==> src/hdl/irpps_pkg.sv <==
// ----------------------------------------------------------------------------
// irpps_pkg
// Shared types, constants and helpers for the IR pulse-pair symbol decoder.
// ----------------------------------------------------------------------------
package irpps_pkg;

  // Field widths
  localparam int unsigned SENSOR_W  = 3;
  localparam int unsigned TIME_W    = 16;
  localparam int unsigned SYM_W     = 12;
  localparam int unsigned MINI_W    = 13;
  localparam int unsigned TOL_W     = 15;
  localparam int unsigned CFG_IDX_W = 2;
  localparam int unsigned CFG_DW    = 16;

  // Default sensor count
  localparam int unsigned DEF_NUM_SENSORS = 7;

  // Edges kept per sensor
  localparam int unsigned EDGES   = 4;
  localparam int unsigned EDGE_W  = 2;

  // Depth of the queue between front and back
  localparam int unsigned QUEUE_DEPTH = 2;

  // Symbol grid
  localparam int unsigned SYM_GAIN         = 28;
  localparam int unsigned SYM_OFFSET       = 7000;
  localparam int unsigned SYM_ROUND_OFFSET = 6986;
  localparam int unsigned MAX_INTENSITY    = 7000;

  // x / 28 == (x >> 2) / 7; /7 by reciprocal, exact for 14-bit operands
  localparam int unsigned DIV_PRE_SHIFT = 2;
  localparam int unsigned QUOT_IN_W     = TIME_W - DIV_PRE_SHIFT;
  localparam int unsigned RECIP_7       = 18725;
  localparam int unsigned RECIP_W       = 15;
  localparam int unsigned RECIP_SHIFT   = 17;
  localparam int unsigned PROD_W        = QUOT_IN_W + RECIP_W;

  // Register reset values
  localparam logic [TIME_W-1:0] RST_WINDOW  = 16'd36;
  localparam logic [MINI_W-1:0] RST_MIN_INT = 13'd1400;
  localparam logic [TOL_W-1:0]  RST_BAL_TOL = 15'd20;
  localparam logic [TOL_W-1:0]  RST_SYM_TOL = 15'd3;

  // Configuration register index
  typedef enum logic [CFG_IDX_W-1:0] {
    REG_WINDOW  = 2'd0,
    REG_MIN_INT = 2'd1,
    REG_BAL_TOL = 2'd2,
    REG_SYM_TOL = 2'd3
  } cfg_reg_e;

  // Item class from the front
  typedef enum logic [1:0] {
    KIND_EDGE  = 2'd0,
    KIND_CLEAR = 2'd1,
    KIND_SKIP  = 2'd2
  } kind_e;

  typedef struct packed {
    logic [TIME_W-1:0] window;
    logic [MINI_W-1:0] min_int;
    logic [TOL_W-1:0]  bal_tol;
    logic [TOL_W-1:0]  sym_tol;
  } cfg_t;

  typedef struct packed {
    kind_e               kind;
    logic [SENSOR_W-1:0] sensor;
    logic [TIME_W-1:0]   cap;
    logic [TIME_W-1:0]   tick;
  } item_t;

  // Spacings of a completed, in-window edge quad
  typedef struct packed {
    logic                eval;
    logic [SENSOR_W-1:0] sensor;
    logic [TIME_W-1:0]   intensity;
    logic [TIME_W-1:0]   lead;
    logic [TIME_W-1:0]   trail;
  } meas_t;

  // Magnitude of a 16-bit two's complement difference
  function automatic logic [TIME_W-1:0] mag16(input logic [TIME_W-1:0] d);
    logic [TIME_W-1:0] neg;
    neg = TIME_W'(~d + TIME_W'(1));
    return d[TIME_W-1] ? neg : d;
  endfunction

endpackage

==> src/hdl/irpps_front.sv <==
// ----------------------------------------------------------------------------
// irpps_front
// Accepts input transactions, classifies them and queues them for the back.
// ----------------------------------------------------------------------------
module irpps_front #(
  parameter int unsigned NUM_SENSORS = irpps_pkg::DEF_NUM_SENSORS
) (
  input  logic                           clk_i,
  input  logic                           rst_ni,
  input  logic                           in_valid_i,
  output logic                           in_stall_o,
  input  logic                           mode_i,
  input  logic [irpps_pkg::SENSOR_W-1:0] sensor_i,
  input  logic [irpps_pkg::TIME_W-1:0]   capture_time_i,
  input  logic [irpps_pkg::TIME_W-1:0]   tick_time_i,
  output logic                           q_valid_o,
  output irpps_pkg::item_t               q_item_o,
  input  logic                           q_pop_i
);
  import irpps_pkg::*;

  localparam int unsigned PTR_W = (QUEUE_DEPTH > 1) ? $clog2(QUEUE_DEPTH) : 1;
  localparam int unsigned CNT_W = $clog2(QUEUE_DEPTH + 1);

  item_t             fifo_q [QUEUE_DEPTH];
  logic [PTR_W-1:0]  wr_ptr_q, wr_ptr_d;
  logic [PTR_W-1:0]  rd_ptr_q, rd_ptr_d;
  logic [CNT_W-1:0]  cnt_q, cnt_d;
  logic              push, pop;
  item_t             item;

  // Classify the incoming transaction
  always_comb begin
    item.sensor = sensor_i;
    item.cap    = capture_time_i;
    item.tick   = tick_time_i;
    if (mode_i) begin
      item.kind = KIND_CLEAR;
    end else if (int'(sensor_i) >= NUM_SENSORS) begin
      item.kind = KIND_SKIP;
    end else begin
      item.kind = KIND_EDGE;
    end
  end

  assign in_stall_o = (cnt_q == CNT_W'(QUEUE_DEPTH));
  assign push       = in_valid_i && !in_stall_o;
  assign q_valid_o  = (cnt_q != '0);
  assign pop        = q_pop_i && q_valid_o;
  assign q_item_o   = fifo_q[rd_ptr_q];

  // Pointer and fill count
  always_comb begin
    wr_ptr_d = wr_ptr_q;
    rd_ptr_d = rd_ptr_q;
    cnt_d    = cnt_q;
    if (push) begin
      wr_ptr_d = (wr_ptr_q == PTR_W'(QUEUE_DEPTH - 1)) ? '0 : PTR_W'(wr_ptr_q + 1'b1);
    end
    if (pop) begin
      rd_ptr_d = (rd_ptr_q == PTR_W'(QUEUE_DEPTH - 1)) ? '0 : PTR_W'(rd_ptr_q + 1'b1);
    end
    if (push && !pop) begin
      cnt_d = CNT_W'(cnt_q + 1'b1);
    end else if (pop && !push) begin
      cnt_d = CNT_W'(cnt_q - 1'b1);
    end
  end

  always_ff @(posedge clk_i or negedge rst_ni) begin
    if (!rst_ni) begin
      wr_ptr_q <= '0;
      rd_ptr_q <= '0;
      cnt_q    <= '0;
    end else begin
      wr_ptr_q <= wr_ptr_d;
      rd_ptr_q <= rd_ptr_d;
      cnt_q    <= cnt_d;
    end
  end

  // Queue storage
  always_ff @(posedge clk_i) begin
    if (push) begin
      fifo_q[wr_ptr_q] <= item;
    end
  end

`ifndef SYNTHESIS
  a_cnt_bound: assert property (@(posedge clk_i) disable iff (!rst_ni)
    cnt_q <= CNT_W'(QUEUE_DEPTH))
    else $error("queue fill count out of range");

  a_push_only: assert property (@(posedge clk_i) disable iff (!rst_ni)
    push && !pop |=> cnt_q == CNT_W'($past(cnt_q) + 1'b1))
    else $error("queue count did not grow on push");

  a_pop_only: assert property (@(posedge clk_i) disable iff (!rst_ni)
    pop && !push |=> cnt_q == CNT_W'($past(cnt_q) - 1'b1))
    else $error("queue count did not shrink on pop");
`endif

endmodule

==> src/hdl/irpps_track.sv <==
// ----------------------------------------------------------------------------
// irpps_track
// Per-sensor edge tracking: the edge rows are read, modified and written back in the same cycle.
// ----------------------------------------------------------------------------
module irpps_track #(
  parameter int unsigned NUM_SENSORS = irpps_pkg::DEF_NUM_SENSORS
) (
  input  logic                         clk_i,
  input  logic                         rst_ni,
  input  irpps_pkg::cfg_t              cfg_i,
  input  logic                         q_valid_i,
  input  irpps_pkg::item_t             q_item_i,
  output logic                         q_pop_o,
  input  logic                         adv_i,
  output logic                         s1_valid_o,
  output irpps_pkg::meas_t             s1_meas_o
);
  import irpps_pkg::*;

  localparam int unsigned IDX_W = (NUM_SENSORS > 1) ? $clog2(NUM_SENSORS) : 1;

  // Edge counts (reset) and edge rows (no reset, written before read)
  logic [NUM_SENSORS-1:0][EDGE_W-1:0] cnt_q, cnt_d;
  logic [TIME_W-1:0]                  cap_q  [NUM_SENSORS][EDGES];
  logic [TIME_W-1:0]                  tick_q [NUM_SENSORS][EDGES];

  logic [TIME_W-1:0] row_cap  [EDGES];
  logic [TIME_W-1:0] row_tick [EDGES];
  logic [TIME_W-1:0] new_cap  [EDGES];
  logic [TIME_W-1:0] new_tick [EDGES];

  logic [IDX_W-1:0]  idx;
  logic [EDGE_W-1:0] cnt_rd;
  logic              pop, is_edge, is_clear, row_we;
  logic [TIME_W-1:0] span;
  logic              in_window;
  logic              s1_valid_q;
  meas_t             s1_meas_q, s1_meas_d;

  assign pop      = q_valid_i && adv_i;
  assign q_pop_o  = pop;
  assign idx      = IDX_W'(q_item_i.sensor);
  assign is_edge  = pop && (q_item_i.kind == KIND_EDGE);
  assign is_clear = pop && (q_item_i.kind == KIND_CLEAR);
  assign cnt_rd   = cnt_q[idx];

  always_comb begin
    for (int k = 0; k < EDGES; k++) begin
      row_cap[k]  = cap_q[idx][k];
      row_tick[k] = tick_q[idx][k];
    end
  end

  // Span from oldest stored edge to the arriving edge that completes the quad
  assign span      = TIME_W'(q_item_i.tick - row_tick[0]);
  assign in_window = (span <= cfg_i.window);

  // Row update and count update
  always_comb begin
    cnt_d  = cnt_q;
    row_we = 1'b0;
    for (int k = 0; k < EDGES; k++) begin
      new_cap[k]  = row_cap[k];
      new_tick[k] = row_tick[k];
    end
    if (is_clear) begin
      cnt_d = '0;
    end else if (is_edge) begin
      row_we = 1'b1;
      if (cnt_rd != EDGE_W'(EDGES - 1)) begin
        // Still filling: append at the current count
        new_cap[cnt_rd]  = q_item_i.cap;
        new_tick[cnt_rd] = q_item_i.tick;
        cnt_d[idx]       = EDGE_W'(cnt_rd + 1'b1);
      end else if (!in_window) begin
        // Too slow: drop the oldest edge, keep three
        for (int k = 0; k < EDGES - 2; k++) begin
          new_cap[k]  = row_cap[k+1];
          new_tick[k] = row_tick[k+1];
        end
        new_cap[EDGES-2]  = q_item_i.cap;
        new_tick[EDGES-2] = q_item_i.tick;
        cnt_d[idx]        = EDGE_W'(EDGES - 1);
      end else begin
        // Complete quad: evaluate and restart
        new_cap[EDGES-1]  = q_item_i.cap;
        new_tick[EDGES-1] = q_item_i.tick;
        cnt_d[idx]        = '0;
      end
    end
  end

  // Spacings for the checker
  always_comb begin
    s1_meas_d.eval      = is_edge && (cnt_rd == EDGE_W'(EDGES - 1)) && in_window;
    s1_meas_d.sensor    = q_item_i.sensor;
    s1_meas_d.intensity = TIME_W'(row_cap[1] - row_cap[0]);
    s1_meas_d.lead      = TIME_W'(row_cap[2] - row_cap[0]);
    s1_meas_d.trail     = TIME_W'(q_item_i.cap - row_cap[1]);
  end

  always_ff @(posedge clk_i or negedge rst_ni) begin
    if (!rst_ni) begin
      cnt_q      <= '0;
      s1_valid_q <= 1'b0;
    end else begin
      cnt_q <= cnt_d;
      if (adv_i) begin
        s1_valid_q <= pop;
      end
    end
  end

  always_ff @(posedge clk_i) begin
    if (row_we) begin
      for (int k = 0; k < EDGES; k++) begin
        cap_q[idx][k]  <= new_cap[k];
        tick_q[idx][k] <= new_tick[k];
      end
    end
    if (adv_i) begin
      s1_meas_q <= s1_meas_d;
    end
  end

  assign s1_valid_o = s1_valid_q;
  assign s1_meas_o  = s1_meas_q;

`ifndef SYNTHESIS
  a_clear_all: assert property (@(posedge clk_i) disable iff (!rst_ni)
    is_clear |=> cnt_q == '0)
    else $error("clear transaction left an edge count set");

  a_fill_step: assert property (@(posedge clk_i) disable iff (!rst_ni)
    is_edge && (cnt_rd != EDGE_W'(EDGES - 1))
      |=> cnt_q[$past(idx)] == EDGE_W'($past(cnt_rd) + 1'b1))
    else $error("edge count did not step on a filling edge");

  a_eval_restart: assert property (@(posedge clk_i) disable iff (!rst_ni)
    s1_meas_d.eval |=> cnt_q[$past(idx)] == '0)
    else $error("evaluated quad did not restart the sensor");

  a_eval_valid: assert property (@(posedge clk_i) disable iff (!rst_ni)
    s1_meas_q.eval && !s1_valid_q |-> 1'b0 || !s1_meas_q.eval || s1_valid_q)
    else $error("evaluation flag without a transaction");
`endif

endmodule

==> src/hdl/irpps_check.sv <==
// ----------------------------------------------------------------------------
// irpps_check
// Symbol checks, symbol quantization and the result register.
// ----------------------------------------------------------------------------
module irpps_check (
  input  logic                           clk_i,
  input  logic                           rst_ni,
  input  irpps_pkg::cfg_t                cfg_i,
  input  logic                           s1_valid_i,
  input  irpps_pkg::meas_t               s1_meas_i,
  output logic                           adv_o,
  output logic                           out_valid_o,
  input  logic                           out_stall_i,
  output logic                           symbol_valid_o,
  output logic [irpps_pkg::SENSOR_W-1:0] symbol_sensor_o,
  output logic [irpps_pkg::TIME_W-1:0]   pulse_intensity_o,
  output logic [irpps_pkg::SYM_W-1:0]    symbol_value_o
);
  import irpps_pkg::*;

  // Stage 2 registers
  logic                 s2_valid_q;
  logic                 s2_ok_q;
  logic [SENSOR_W-1:0]  s2_sensor_q;
  logic [TIME_W-1:0]    s2_int_q;
  logic [TIME_W-1:0]    s2_lead_q;
  logic [PROD_W-1:0]    s2_prod_q;

  // Output registers
  logic                 out_valid_q;
  logic                 sym_ok_q;
  logic [SENSOR_W-1:0]  sensor_q;
  logic [TIME_W-1:0]    int_q;
  logic [SYM_W-1:0]     sym_q;

  logic                 bal_ok, int_ok, ok_d;
  logic [TIME_W-1:0]    lead_off;
  logic [QUOT_IN_W-1:0] quot_in;
  logic [PROD_W-1:0]    prod_d;
  logic [SYM_W-1:0]     sym;
  logic [TIME_W-1:0]    grid, grid_diff;
  logic                 grid_ok, sym_ok_d;

  // Whole pipe moves when the result register can be refilled
  assign adv_o = !out_valid_q || !out_stall_i;

  // Balance and intensity checks, reciprocal multiply for /28
  assign bal_ok   = (mag16(TIME_W'(s1_meas_i.trail - s1_meas_i.lead)) < {1'b0, cfg_i.bal_tol});
  assign int_ok   = (s1_meas_i.intensity >= TIME_W'(cfg_i.min_int)) &&
                    (s1_meas_i.intensity < TIME_W'(MAX_INTENSITY));
  assign ok_d     = s1_meas_i.eval && bal_ok && int_ok;
  assign lead_off = TIME_W'(s1_meas_i.lead - TIME_W'(SYM_ROUND_OFFSET));
  assign quot_in  = lead_off[TIME_W-1:DIV_PRE_SHIFT];
  assign prod_d   = PROD_W'(quot_in) * PROD_W'(RECIP_7);

  always_ff @(posedge clk_i or negedge rst_ni) begin
    if (!rst_ni) begin
      s2_valid_q  <= 1'b0;
      out_valid_q <= 1'b0;
    end else if (adv_o) begin
      s2_valid_q  <= s1_valid_i;
      out_valid_q <= s2_valid_q;
    end
  end

  always_ff @(posedge clk_i) begin
    if (adv_o) begin
      s2_ok_q     <= ok_d;
      s2_sensor_q <= s1_meas_i.sensor;
      s2_int_q    <= s1_meas_i.intensity;
      s2_lead_q   <= s1_meas_i.lead;
      s2_prod_q   <= prod_d;
    end
  end

  // Grid point of the quantized symbol and distance check
  assign sym       = s2_prod_q[RECIP_SHIFT +: SYM_W];
  assign grid      = TIME_W'(TIME_W'(sym) * TIME_W'(SYM_GAIN) + TIME_W'(SYM_OFFSET));
  assign grid_diff = TIME_W'(s2_lead_q - grid);
  assign grid_ok   = (mag16(grid_diff) < {1'b0, cfg_i.sym_tol});
  assign sym_ok_d  = s2_ok_q && grid_ok;

  always_ff @(posedge clk_i) begin
    if (adv_o) begin
      sym_ok_q <= sym_ok_d;
      sensor_q <= s2_sensor_q;
      int_q    <= s2_int_q;
      sym_q    <= sym;
    end
  end

  // Rejected or non-symbol transactions report all zero
  assign out_valid_o       = out_valid_q;
  assign symbol_valid_o    = sym_ok_q;
  assign symbol_sensor_o   = sym_ok_q ? sensor_q : '0;
  assign pulse_intensity_o = sym_ok_q ? int_q    : '0;
  assign symbol_value_o    = sym_ok_q ? sym_q    : '0;

`ifndef SYNTHESIS
  a_ok_needs_eval: assert property (@(posedge clk_i) disable iff (!rst_ni)
    adv_o && ok_d |=> s2_ok_q && $past(s1_meas_i.eval))
    else $error("symbol checks passed without a complete quad");

  a_sym_range: assert property (@(posedge clk_i) disable iff (!rst_ni)
    out_valid_q && sym_ok_q |-> sym_q <= SYM_W'(2340))
    else $error("symbol value out of range");

  a_hold_on_stall: assert property (@(posedge clk_i) disable iff (!rst_ni)
    out_valid_q && out_stall_i |=> $stable(symbol_value_o) && $stable(symbol_valid_o) &&
      $stable(pulse_intensity_o))
    else $error("result register changed while stalled");
`endif

endmodule

==> src/hdl/ir_pulse_pair_symbol_decoder_core.sv <==
// ----------------------------------------------------------------------------
// ir_pulse_pair_symbol_decoder_core
// Top level: configuration registers, front queue, edge tracker, checker.
// ----------------------------------------------------------------------------
// Usage:
//   Input channel (in_valid_i / in_stall_o) carries one edge capture or a
//   clear command per transaction. Output channel (out_valid_o / out_stall_i)
//   returns exactly one result per input transaction, in order; results that
//   are not a decoded symbol are all zero.
//   Throughput: one transaction per cycle while the receiver does not stall;
//   the per-sensor edge rows are read, updated and written back in the same
//   cycle, so back-to-back edges of the same sensor need no forwarding.
//   An accepted input passes the queue, the edge tracker, the check stage and
//   the result register. A two-entry queue sits between the front and the
//   back; in_stall_o rises only when it is full. When the receiver stalls a
//   valid result, the result register holds and the back pipeline freezes;
//   the front keeps filling the queue. Reset clears all edge counts, the
//   queue and the pipeline valids, and loads the register defaults. Edge rows
//   hold no reset value. The user writes configuration (cfg_we_i, cfg_idx_i,
//   cfg_data_i) only while idle; the block itself does not enforce this.
// ----------------------------------------------------------------------------
module ir_pulse_pair_symbol_decoder_core #(
  parameter int unsigned NUM_SENSORS = irpps_pkg::DEF_NUM_SENSORS
) (
  input  logic                            clk_i,
  input  logic                            rst_ni,
  input  logic                            cfg_we_i,
  input  logic [irpps_pkg::CFG_IDX_W-1:0] cfg_idx_i,
  input  logic [irpps_pkg::CFG_DW-1:0]    cfg_data_i,
  input  logic                            in_valid_i,
  output logic                            in_stall_o,
  input  logic                            mode_i,
  input  logic [irpps_pkg::SENSOR_W-1:0]  sensor_i,
  input  logic [irpps_pkg::TIME_W-1:0]    capture_time_i,
  input  logic [irpps_pkg::TIME_W-1:0]    tick_time_i,
  output logic                            out_valid_o,
  input  logic                            out_stall_i,
  output logic                            symbol_valid_o,
  output logic [irpps_pkg::SENSOR_W-1:0]  symbol_sensor_o,
  output logic [irpps_pkg::TIME_W-1:0]    pulse_intensity_o,
  output logic [irpps_pkg::SYM_W-1:0]     symbol_value_o
);
  import irpps_pkg::*;

  cfg_t  cfg_q, cfg_d;
  logic  q_valid, q_pop, adv, s1_valid;
  item_t q_item;
  meas_t s1_meas;

  // Configuration register file
  always_comb begin
    cfg_d = cfg_q;
    if (cfg_we_i) begin
      case (cfg_idx_i)
        REG_WINDOW:  cfg_d.window  = cfg_data_i;
        REG_MIN_INT: cfg_d.min_int = cfg_data_i[MINI_W-1:0];
        REG_BAL_TOL: cfg_d.bal_tol = cfg_data_i[TOL_W-1:0];
        REG_SYM_TOL: cfg_d.sym_tol = cfg_data_i[TOL_W-1:0];
        default:     cfg_d = cfg_q;
      endcase
    end
  end

  always_ff @(posedge clk_i or negedge rst_ni) begin
    if (!rst_ni) begin
      cfg_q.window  <= RST_WINDOW;
      cfg_q.min_int <= RST_MIN_INT;
      cfg_q.bal_tol <= RST_BAL_TOL;
      cfg_q.sym_tol <= RST_SYM_TOL;
    end else begin
      cfg_q <= cfg_d;
    end
  end

  irpps_front #(
    .NUM_SENSORS (NUM_SENSORS)
  ) u_front (
    .clk_i          (clk_i),
    .rst_ni         (rst_ni),
    .in_valid_i     (in_valid_i),
    .in_stall_o     (in_stall_o),
    .mode_i         (mode_i),
    .sensor_i       (sensor_i),
    .capture_time_i (capture_time_i),
    .tick_time_i    (tick_time_i),
    .q_valid_o      (q_valid),
    .q_item_o       (q_item),
    .q_pop_i        (q_pop)
  );

  irpps_track #(
    .NUM_SENSORS (NUM_SENSORS)
  ) u_track (
    .clk_i      (clk_i),
    .rst_ni     (rst_ni),
    .cfg_i      (cfg_q),
    .q_valid_i  (q_valid),
    .q_item_i   (q_item),
    .q_pop_o    (q_pop),
    .adv_i      (adv),
    .s1_valid_o (s1_valid),
    .s1_meas_o  (s1_meas)
  );

  irpps_check u_check (
    .clk_i             (clk_i),
    .rst_ni            (rst_ni),
    .cfg_i             (cfg_q),
    .s1_valid_i        (s1_valid),
    .s1_meas_i         (s1_meas),
    .adv_o             (adv),
    .out_valid_o       (out_valid_o),
    .out_stall_i       (out_stall_i),
    .symbol_valid_o    (symbol_valid_o),
    .symbol_sensor_o   (symbol_sensor_o),
    .pulse_intensity_o (pulse_intensity_o),
    .symbol_value_o    (symbol_value_o)
  );

endmodule
==> config.mk <==
export PLATFORM = sky130hd
export DESIGN_NAME = ir_pulse_pair_symbol_decoder_core
export DESIGN_NICKNAME = d
export VERILOG_FILES = /design/src/hdl/irpps_pkg.sv /design/src/hdl/irpps_front.sv /design/src/hdl/irpps_track.sv /design/src/hdl/irpps_check.sv /design/src/hdl/ir_pulse_pair_symbol_decoder_core.sv
export SDC_FILE = /design/constraint.sdc
export NUM_CORES = 2
export LEC_CHECK = 0
export ABC_AREA = 1
export BUFFER_PORTS_ARGS = -buffer_cell sky130_fd_sc_hd__buf_2
export CAP_MARGIN = 20
export CORE_MARGIN = 4
export CORE_UTILIZATION = 58
export CTS_CLUSTER_SIZE = 8
export DETAILED_ROUTE_END_ITERATION = 12
export PLACE_DENSITY = 0.77
export SETUP_SLACK_MARGIN = 0.4
export SYNTH_ARGS = -nofsm -noshare
export SYNTH_HDL_FRONTEND = slang
export SYNTH_SLANG_ARGS = --single-unit
==> constraint.sdc <==
create_clock -name clk_i -period 9.4 [get_ports clk_i]
set_input_delay 2.35 -clock clk_i [delete_from_list [all_inputs] [get_ports clk_i]]
set_output_delay 2.35 -clock clk_i [all_outputs]
set_load 0.02 [all_outputs]
# Yosys cells after proc, flatten, opt, wreduce, memory -nomap -nowiden
# Memories as Yosys holds them, arrays and structs flattened.
# Index checks and enable logic that the tools add are counted.
# word_totals
out_inout_bits	34
inputBits	59
elab_cells	144
regBits	229
mem_count	3
ramBits	970
# op_classes
n_addsub	15
order_cmp	10
mux	40
n_eq_ne	7
n_mul	2
reduce_logical	30
n_bitwise	6
# memory_table
memory	depth	word_bits	read_ports	rd_ports_with_merged_regs	write_ports	line	source
u_track.cap_q	7	64	1	0	1	irpps_track.sv:24	logic [TIME_W-1:0] cap_q [NUM_SENSORS][EDGES];
u_track.tick_q	7	64	1	0	1	irpps_track.sv:25	logic [TIME_W-1:0] tick_q [NUM_SENSORS][EDGES];
u_front.fifo_q	2	37	1	0	1	irpps_front.sv:25	item_t fifo_q [QUEUE_DEPTH];
# op_table
op	n
$mux W64	6
$bwmux W64	2
$mux W16	6
$mux W48	2
$sub A16 B16 Y16	6
$mux W14	4
$add A16 B1 Y16 const B	2
$demux W16 S2	1
$lt A16 B15 Y1	2
$not A16 Y16	2
$mul A14 B15 Y29 const B	1
$add A16 B13 Y16 const B	1
$ge A16 B13 Y1	1
$le A16 B16 Y1	1
$lt A16 B13 Y1 const B	1
$sub A16 B13 Y16 const B	1
$logic_and A1 B1 Y1	15
$and A14 B14 Y14	1
$bwmux W14	1
$mul A12 B3 Y14 const B	1
$not A14 Y14	1
$or A14 B14 Y14	1
$mux W12	1
$mux W2	6
other kinds (20)	44

# Logic depth before layout (Yosys ltp)
# An unclocked memory read counts as a cell.
# logic_depth
depth_word	12
ltp_mapped	35
depth_no_buf	34

# Modules after synthesis
# A second synthesis with hierarchy kept.
# hier_totals
cells_unflattened	5320
hier_area_um2	50983.9
# modules_own_cells
module	area_per_inst_um2	cells_each	instances	seq_area_each_um2
irpps_track	35365.2	3535	1	22116.2
irpps_check	10257.3	1294	1	2452.4
irpps_front	2942.8	227	1	2322.2
ir_pulse_pair_symbol_decoder_core	2418.6	264	1	1491.4

# Least setup slack after synthesis
# Ideal clock, no wire load.
# synth_path
kind	input port to flip-flop
start	input out_stall_i
end	memory u_track.cap_q[3][16] in the netlist's numbering, enable pin
setup_slack_ns	-2.060
path_stages	7
required_ns	8.849
arrival_ns	10.909
path_buffers	2
setup_time_ns	0.551
path_cell_list	nand2_1 o21ai_1 nor2_2 nand2_1 buf_2 buf_1 nor2_1
# synth_between
elab_chain_cells	8
word_cells_on_any_way	9
cone_classes	mux: 4; reduce/logical: 5
# synth_rtl
item	line	source
start: declaration	ir_pulse_pair_symbol_decoder_core.sv:37	input logic out_stall_i,
$logic_not A1 Y1 (*)	irpps_check.sv:45	assign adv_o = !out_valid_q || !out_stall_i;
$logic_or A1 B1 Y1 (*)	irpps_check.sv:45	
$logic_and A1 B1 Y1 (*)	irpps_track.sv:40	assign pop = q_valid_i && adv_i;
$logic_and A1 B1 Y1	irpps_track.sv:43	assign is_edge = pop && (q_item_i.kind == KIND_EDGE);
$mux W1	irpps_track.sv:68	end else if (is_edge) begin
$mux W1 (*)	irpps_track.sv:66	if (is_clear) begin
$mux W1 (*)	irpps_track.sv:115	if (row_we) begin
$mux W1 (not written as such) (*)	irpps_track.sv:117	cap_q[idx][k] <= new_cap[k];
end: declaration	irpps_track.sv:24	
# Mark *: on every way between the ends. The rest lies on a longest branch, timed or not.

==> reports/summary.log <==
[run_status] run status finished, final reports clean
[logic_synthesis] largest cells by area after synthesis sky130_fd_sc_hd__edfxtp_1, sky130_fd_sc_hd__nand2_1, sky130_fd_sc_hd__ha_1
[logic_synthesis] post-synthesis mux area share 0.0396%
[clocking] number of resized instances in the post-cts repair step 0
[clocking] CTS tree built
[layout] number of filler cells placed in the layout 6,523
[detailed_routing] Total Routed Length 144,000 um
[sta] Worst Hold Slack 416 ps
[hold_path] Min-Delay Path Class reg -> reg
[global_route] largest net degree at the start of global routing 81
[detailed_routing] Routed wire per std cell 22.1 um
[floorplanning] full die area 91,900 sq um
[layout] # nets final 5,665
[logic_synthesis] Async SR Flop Fraction 8.35%
[sta] post-route clock period utilization 80.6%
[floorplanning] core area 85,800 sq um
[sta] crit path time final 7580 ps
[setup_path] maximum fanout along the worst path 52
[setup_path] combined buffer and inverter count along the critical path 7
[sta] achievable frequency 132 MHz
[global_route] residual overflow from global routing 0
[floorplanning] horizontal die dimension 303 um
[floorplanning] FP Rows 107
[floorplanning] y dimension of the die 303 um
[logic_synthesis] post-synthesis sequential area ratio 56.2%
[logic_synthesis] xor/xnor share of the synthesized area 2.24%
[clocking] Post CTS Setup Buffer Count 0
[setup_path] required time at the endpoint of the critical path 9840 ps
[logic_synthesis] Yosys warnings 0
[placement] Routability Congestion 0.977
[detailed_routing] Initial DRT Pass Iterations 6
[layout] Util after Layout 65.4%
[setup_path] startpoint of the worst-slack reg-to-reg timing path u_front.rd_ptr_q
[clocking] number of buffers inserted for hold repair after clock tree synthesis 0
[clocking] Worst-path clk slew 50 ps
[global_route] Most Used Layer, Global Route met2
[sta] final setup violation count 0
[logic_synthesis] total nets after synthesis 5,558
[setup_path] CP delay by family, top simple AND/OR/NAND/NOR gates
[hold_path] launch point of the worst hold path u_check.s2_int_q[2]
[global_route] Total GRT Usage 31.2%
[clocking] maximum number of buffers from clock root to sink 3
[setup_path] Top cell by count, worst path sky130_fd_sc_hd__nand2_1
[clocking] total clock buffers created by CTS 138
[layout] area of combinational cells with multiple inputs 18,900 sq um
[floorplanning] effective utilization at floorplan 58.9%
[logic_synthesis] mean cell area of the mapped netlist 9.76 sq um
[clocking] Clock Tree Root sky130_fd_sc_hd__clkbuf_16
[sta] setup skew after layout 52.6 ps
[setup_path] Critical Path Sink u_track.tick_q[0][18]
[sta] final hold violation count 0
[logic_synthesis] Main synth FF type sky130_fd_sc_hd__edfxtp_1
[global_route] met3 routing resource usage after global routing 7.03%
[clocking] Skew-Pair Late Insertion Delay 760 ps
[sta] Relative slew margins 22.9%
[layout] synth-to-layout area growth 11.1%
[layout] register area 28,400 sq um
[flow_run] max-cap violation count 0
[setup_path] Arrival @ worst endpoint 8010 ps
[sta] Max Slew Vio Count 0
[setup_path] largest stage delay on the critical path 660 ps
[setup_path] nature of the critical path startpoint flip-flop
[logic_synthesis] combinational family with the most area after synthesis simple AND/OR/NAND/NOR gates
[global_route] wire length of the first global-routing pass 217,000 um
[setup_path] startpoint of the worst setup timing path u_front.rd_ptr_q
[global_route] via count of the first global-routing pass 37,900
[setup_path] Critical Setup Path Class reg -> reg
[logic_synthesis] share of the synthesized area in the top cell type 52.2%
[clocking] number of sinks handled by clock tree synthesis 958
[global_route] global-route track usage on met1 38.1%
[setup_path] Critical Path Sink Type flip-flop
[logic_synthesis] Synth Cell Area 50,500 sq um
[logic_synthesis] Synth area leader sky130_fd_sc_hd__edfxtp_1
[logic_synthesis] number of unique standard cell types used by synthesis 57
[setup_path] reg-to-reg critical path endpoint u_track.tick_q[0][18]
[detailed_routing] Residual DRC 0
[setup_path] standard cell with the maximum stage delay on the critical path sky130_fd_sc_hd__buf_4
[hold_path] Hold Path Stages 0
[detailed_routing] final antenna-violating net count 0
[global_route] number of antenna violations at the first check in global routing 2
[logic_synthesis] synthesized-area fraction occupied by adder cells 8.65%
[global_route] met2 track utilization from global routing 51.2%
[sta] setup total negative slack 0 ps
[sta] RSZ-0062 raised after global routing no
[floorplanning] top-level I/O count 93
[detailed_routing] Iteration-0 DRC Markers 5,114
[detailed_routing] routed vias/inst 5.97
[logic_synthesis] EDFF count, synth 878
[sta] slew at the pin with the worst max-slew slack 1160 ps
[placement] post-detailed-placement half-perimeter wirelength 90,600 um
[logic_synthesis] Synth Area in Compound Gates 10.6%
[placement] count of port buffers added during placement 92
[logic_synthesis] number of flip-flops and latches in the synthesized netlist 958
[logic_synthesis] Post-Synthesis Cells 5,177
[detailed_routing] detailed-route via count 38,700
[setup_path] internal reg-to-reg setup slack 1820 ps
[layout] fraction of layout cells with a size suffix above 1 8.08%
[layout] most used cells in the layout excluding fill and tap cells sky130_fd_sc_hd__nand2_1, sky130_fd_sc_hd__edfxtp_1, sky130_fd_sc_hd__inv_1
[layout] most common library cell in the layout ignoring fill and taps sky130_fd_sc_hd__nand2_1
[setup_path] number of cells traversed by the worst register-to-register path 31
[setup_path] count of cell instances traversed by the critical path 31
[clocking] htree depth 4
[logic_synthesis] basic-gate share of the synthesized area counting and, or, nand and nor cells 15.6%
## worst register-to-register path: cells and delay by family, from the launching register on
family	cells	cell delay (ps)
AO/OA/AOI/OAI	6	1360
buffers and inverters	7	2060
XOR/XNOR	1	160
adder cells (fa/ha/maj)	2	570
flip-flops	1	540
AND/OR/NAND/NOR	15	2570
## Yosys cell counts (3+ instances only)
cell	n
sky130_fd_sc_hd__inv_4	3
sky130_fd_sc_hd__ha_1	276
sky130_fd_sc_hd__a21o_1	10
sky130_fd_sc_hd__a31oi_1	15
sky130_fd_sc_hd__o211ai_1	38
sky130_fd_sc_hd__o31ai_1	10
sky130_fd_sc_hd__dfrtp_1	68
sky130_fd_sc_hd__o21ai_0	317
sky130_fd_sc_hd__a22oi_1	46
sky130_fd_sc_hd__buf_1	16
sky130_fd_sc_hd__inv_2	44
sky130_fd_sc_hd__a21boi_0	10
sky130_fd_sc_hd__fa_1	46
sky130_fd_sc_hd__a211oi_1	3
sky130_fd_sc_hd__a21boi_1	3
sky130_fd_sc_hd__nor3b_1	3
sky130_fd_sc_hd__inv_1	601
sky130_fd_sc_hd__o21ai_1	69
sky130_fd_sc_hd__nand3b_1	7
sky130_fd_sc_hd__nor4_1	4
sky130_fd_sc_hd__buf_4	19
sky130_fd_sc_hd__or2_2	15
sky130_fd_sc_hd__edfxtp_1	878
sky130_fd_sc_hd__nand4_1	67
sky130_fd_sc_hd__nor3_1	23
sky130_fd_sc_hd__a21oi_1	444
sky130_fd_sc_hd__dfstp_2	12
sky130_fd_sc_hd__nor2_1	358
sky130_fd_sc_hd__o21a_1	9
sky130_fd_sc_hd__buf_6	11
sky130_fd_sc_hd__nand2_1	1317
sky130_fd_sc_hd__nand3_1	105
sky130_fd_sc_hd__nand3_4	5
sky130_fd_sc_hd__xnor2_1	40
sky130_fd_sc_hd__buf_2	63
sky130_fd_sc_hd__xor2_1	89
sky130_fd_sc_hd__o21bai_1	8
sky130_fd_sc_hd__nand2_4	4
sky130_fd_sc_hd__a221oi_1	4
sky130_fd_sc_hd__clkbuf_1	82
sky130_fd_sc_hd__nand2_2	12
## logic make-up after synthesis
logic type / after synthesis
flops: 958
simple gates: 1932
mux: 2
compound gates: 993
xor+xnor: 129
buf+inv: 841
fa+ha+maj: 322
## registers in the layout (all words and copies together), names as in the netlist
register / cells
cfg_q: 59
u_check.int_q: 16
u_check.out_valid_o: 1
u_check.s2_int_q: 16
u_check.s2_lead_q: 16
u_check.s2_ok_q: 1
u_check.s2_prod_q: 12
u_check.s2_sensor_q: 3
u_check.s2_valid_q: 1
u_check.sensor_q: 3
u_check.sym_q: 12
u_check.symbol_valid_o: 1
u_front.cnt_q: 2
u_front.fifo_q: 74
u_front.rd_ptr_q: 1
u_front.wr_ptr_q: 1
u_track.cap_q: 336
u_track.cnt_q: 14
u_track.s1_meas_o: 52
u_track.s1_valid_o: 1
u_track.tick_q: 336
## worst min path at each step
| stage | end | slack [ps] |
|---|---|---|
| 5_1_grt | u_check.s2_sensor_q[1] | 420 |
| 3_5_place_dp | u_check.int_q[7] | 400 |
| 3_3_place_gp | u_check.int_q[15] | 400 |
| 4_1_cts | u_check.int_q[1] | 420 |
| 6_report | u_check.int_q[2] | 420 |
| 2_1_floorplan | u_check.int_q[0] | 400 |
## layer usage
layer	vias to the layer above	part of all wire (%)	routed length, um
met5	-	0.013	19
met4	2	6.3	9110
met3	552	11	16100
met2	2422	47	67100
met1	18100	36	51200
li1	17700	-	-
## area by class of cell
cell class	instances	area share (%)
repair buffers	158	1.90
clock buffers	184	6.46
clock inverters	18	0.562
well taps	1144	2.55
inverters	650	4.36
diodes	1	0.00446
flip-flops and latches	958	50.6
multi-input cells	3378	33.6
## per-stage QoR
| stage | worst slack (ps) | cell area, sq um | instances |
|---|---|---|---|
| floorplan | 1060 | 50600 | 5177 |
| global placement | 2050 | 52100 | 6283 |
| detailed placement | 2100 | 52100 | 6284 |
| CTS | 2080 | 56100 | 6486 |
| global route | 1380 | 56100 | 6490 |
| finish | 1820 | 56100 | 6491 |
Power is left out: the tool's default activity adds up to more than one toggle a clock period on the data nets, which glitch-free logic cannot reach.
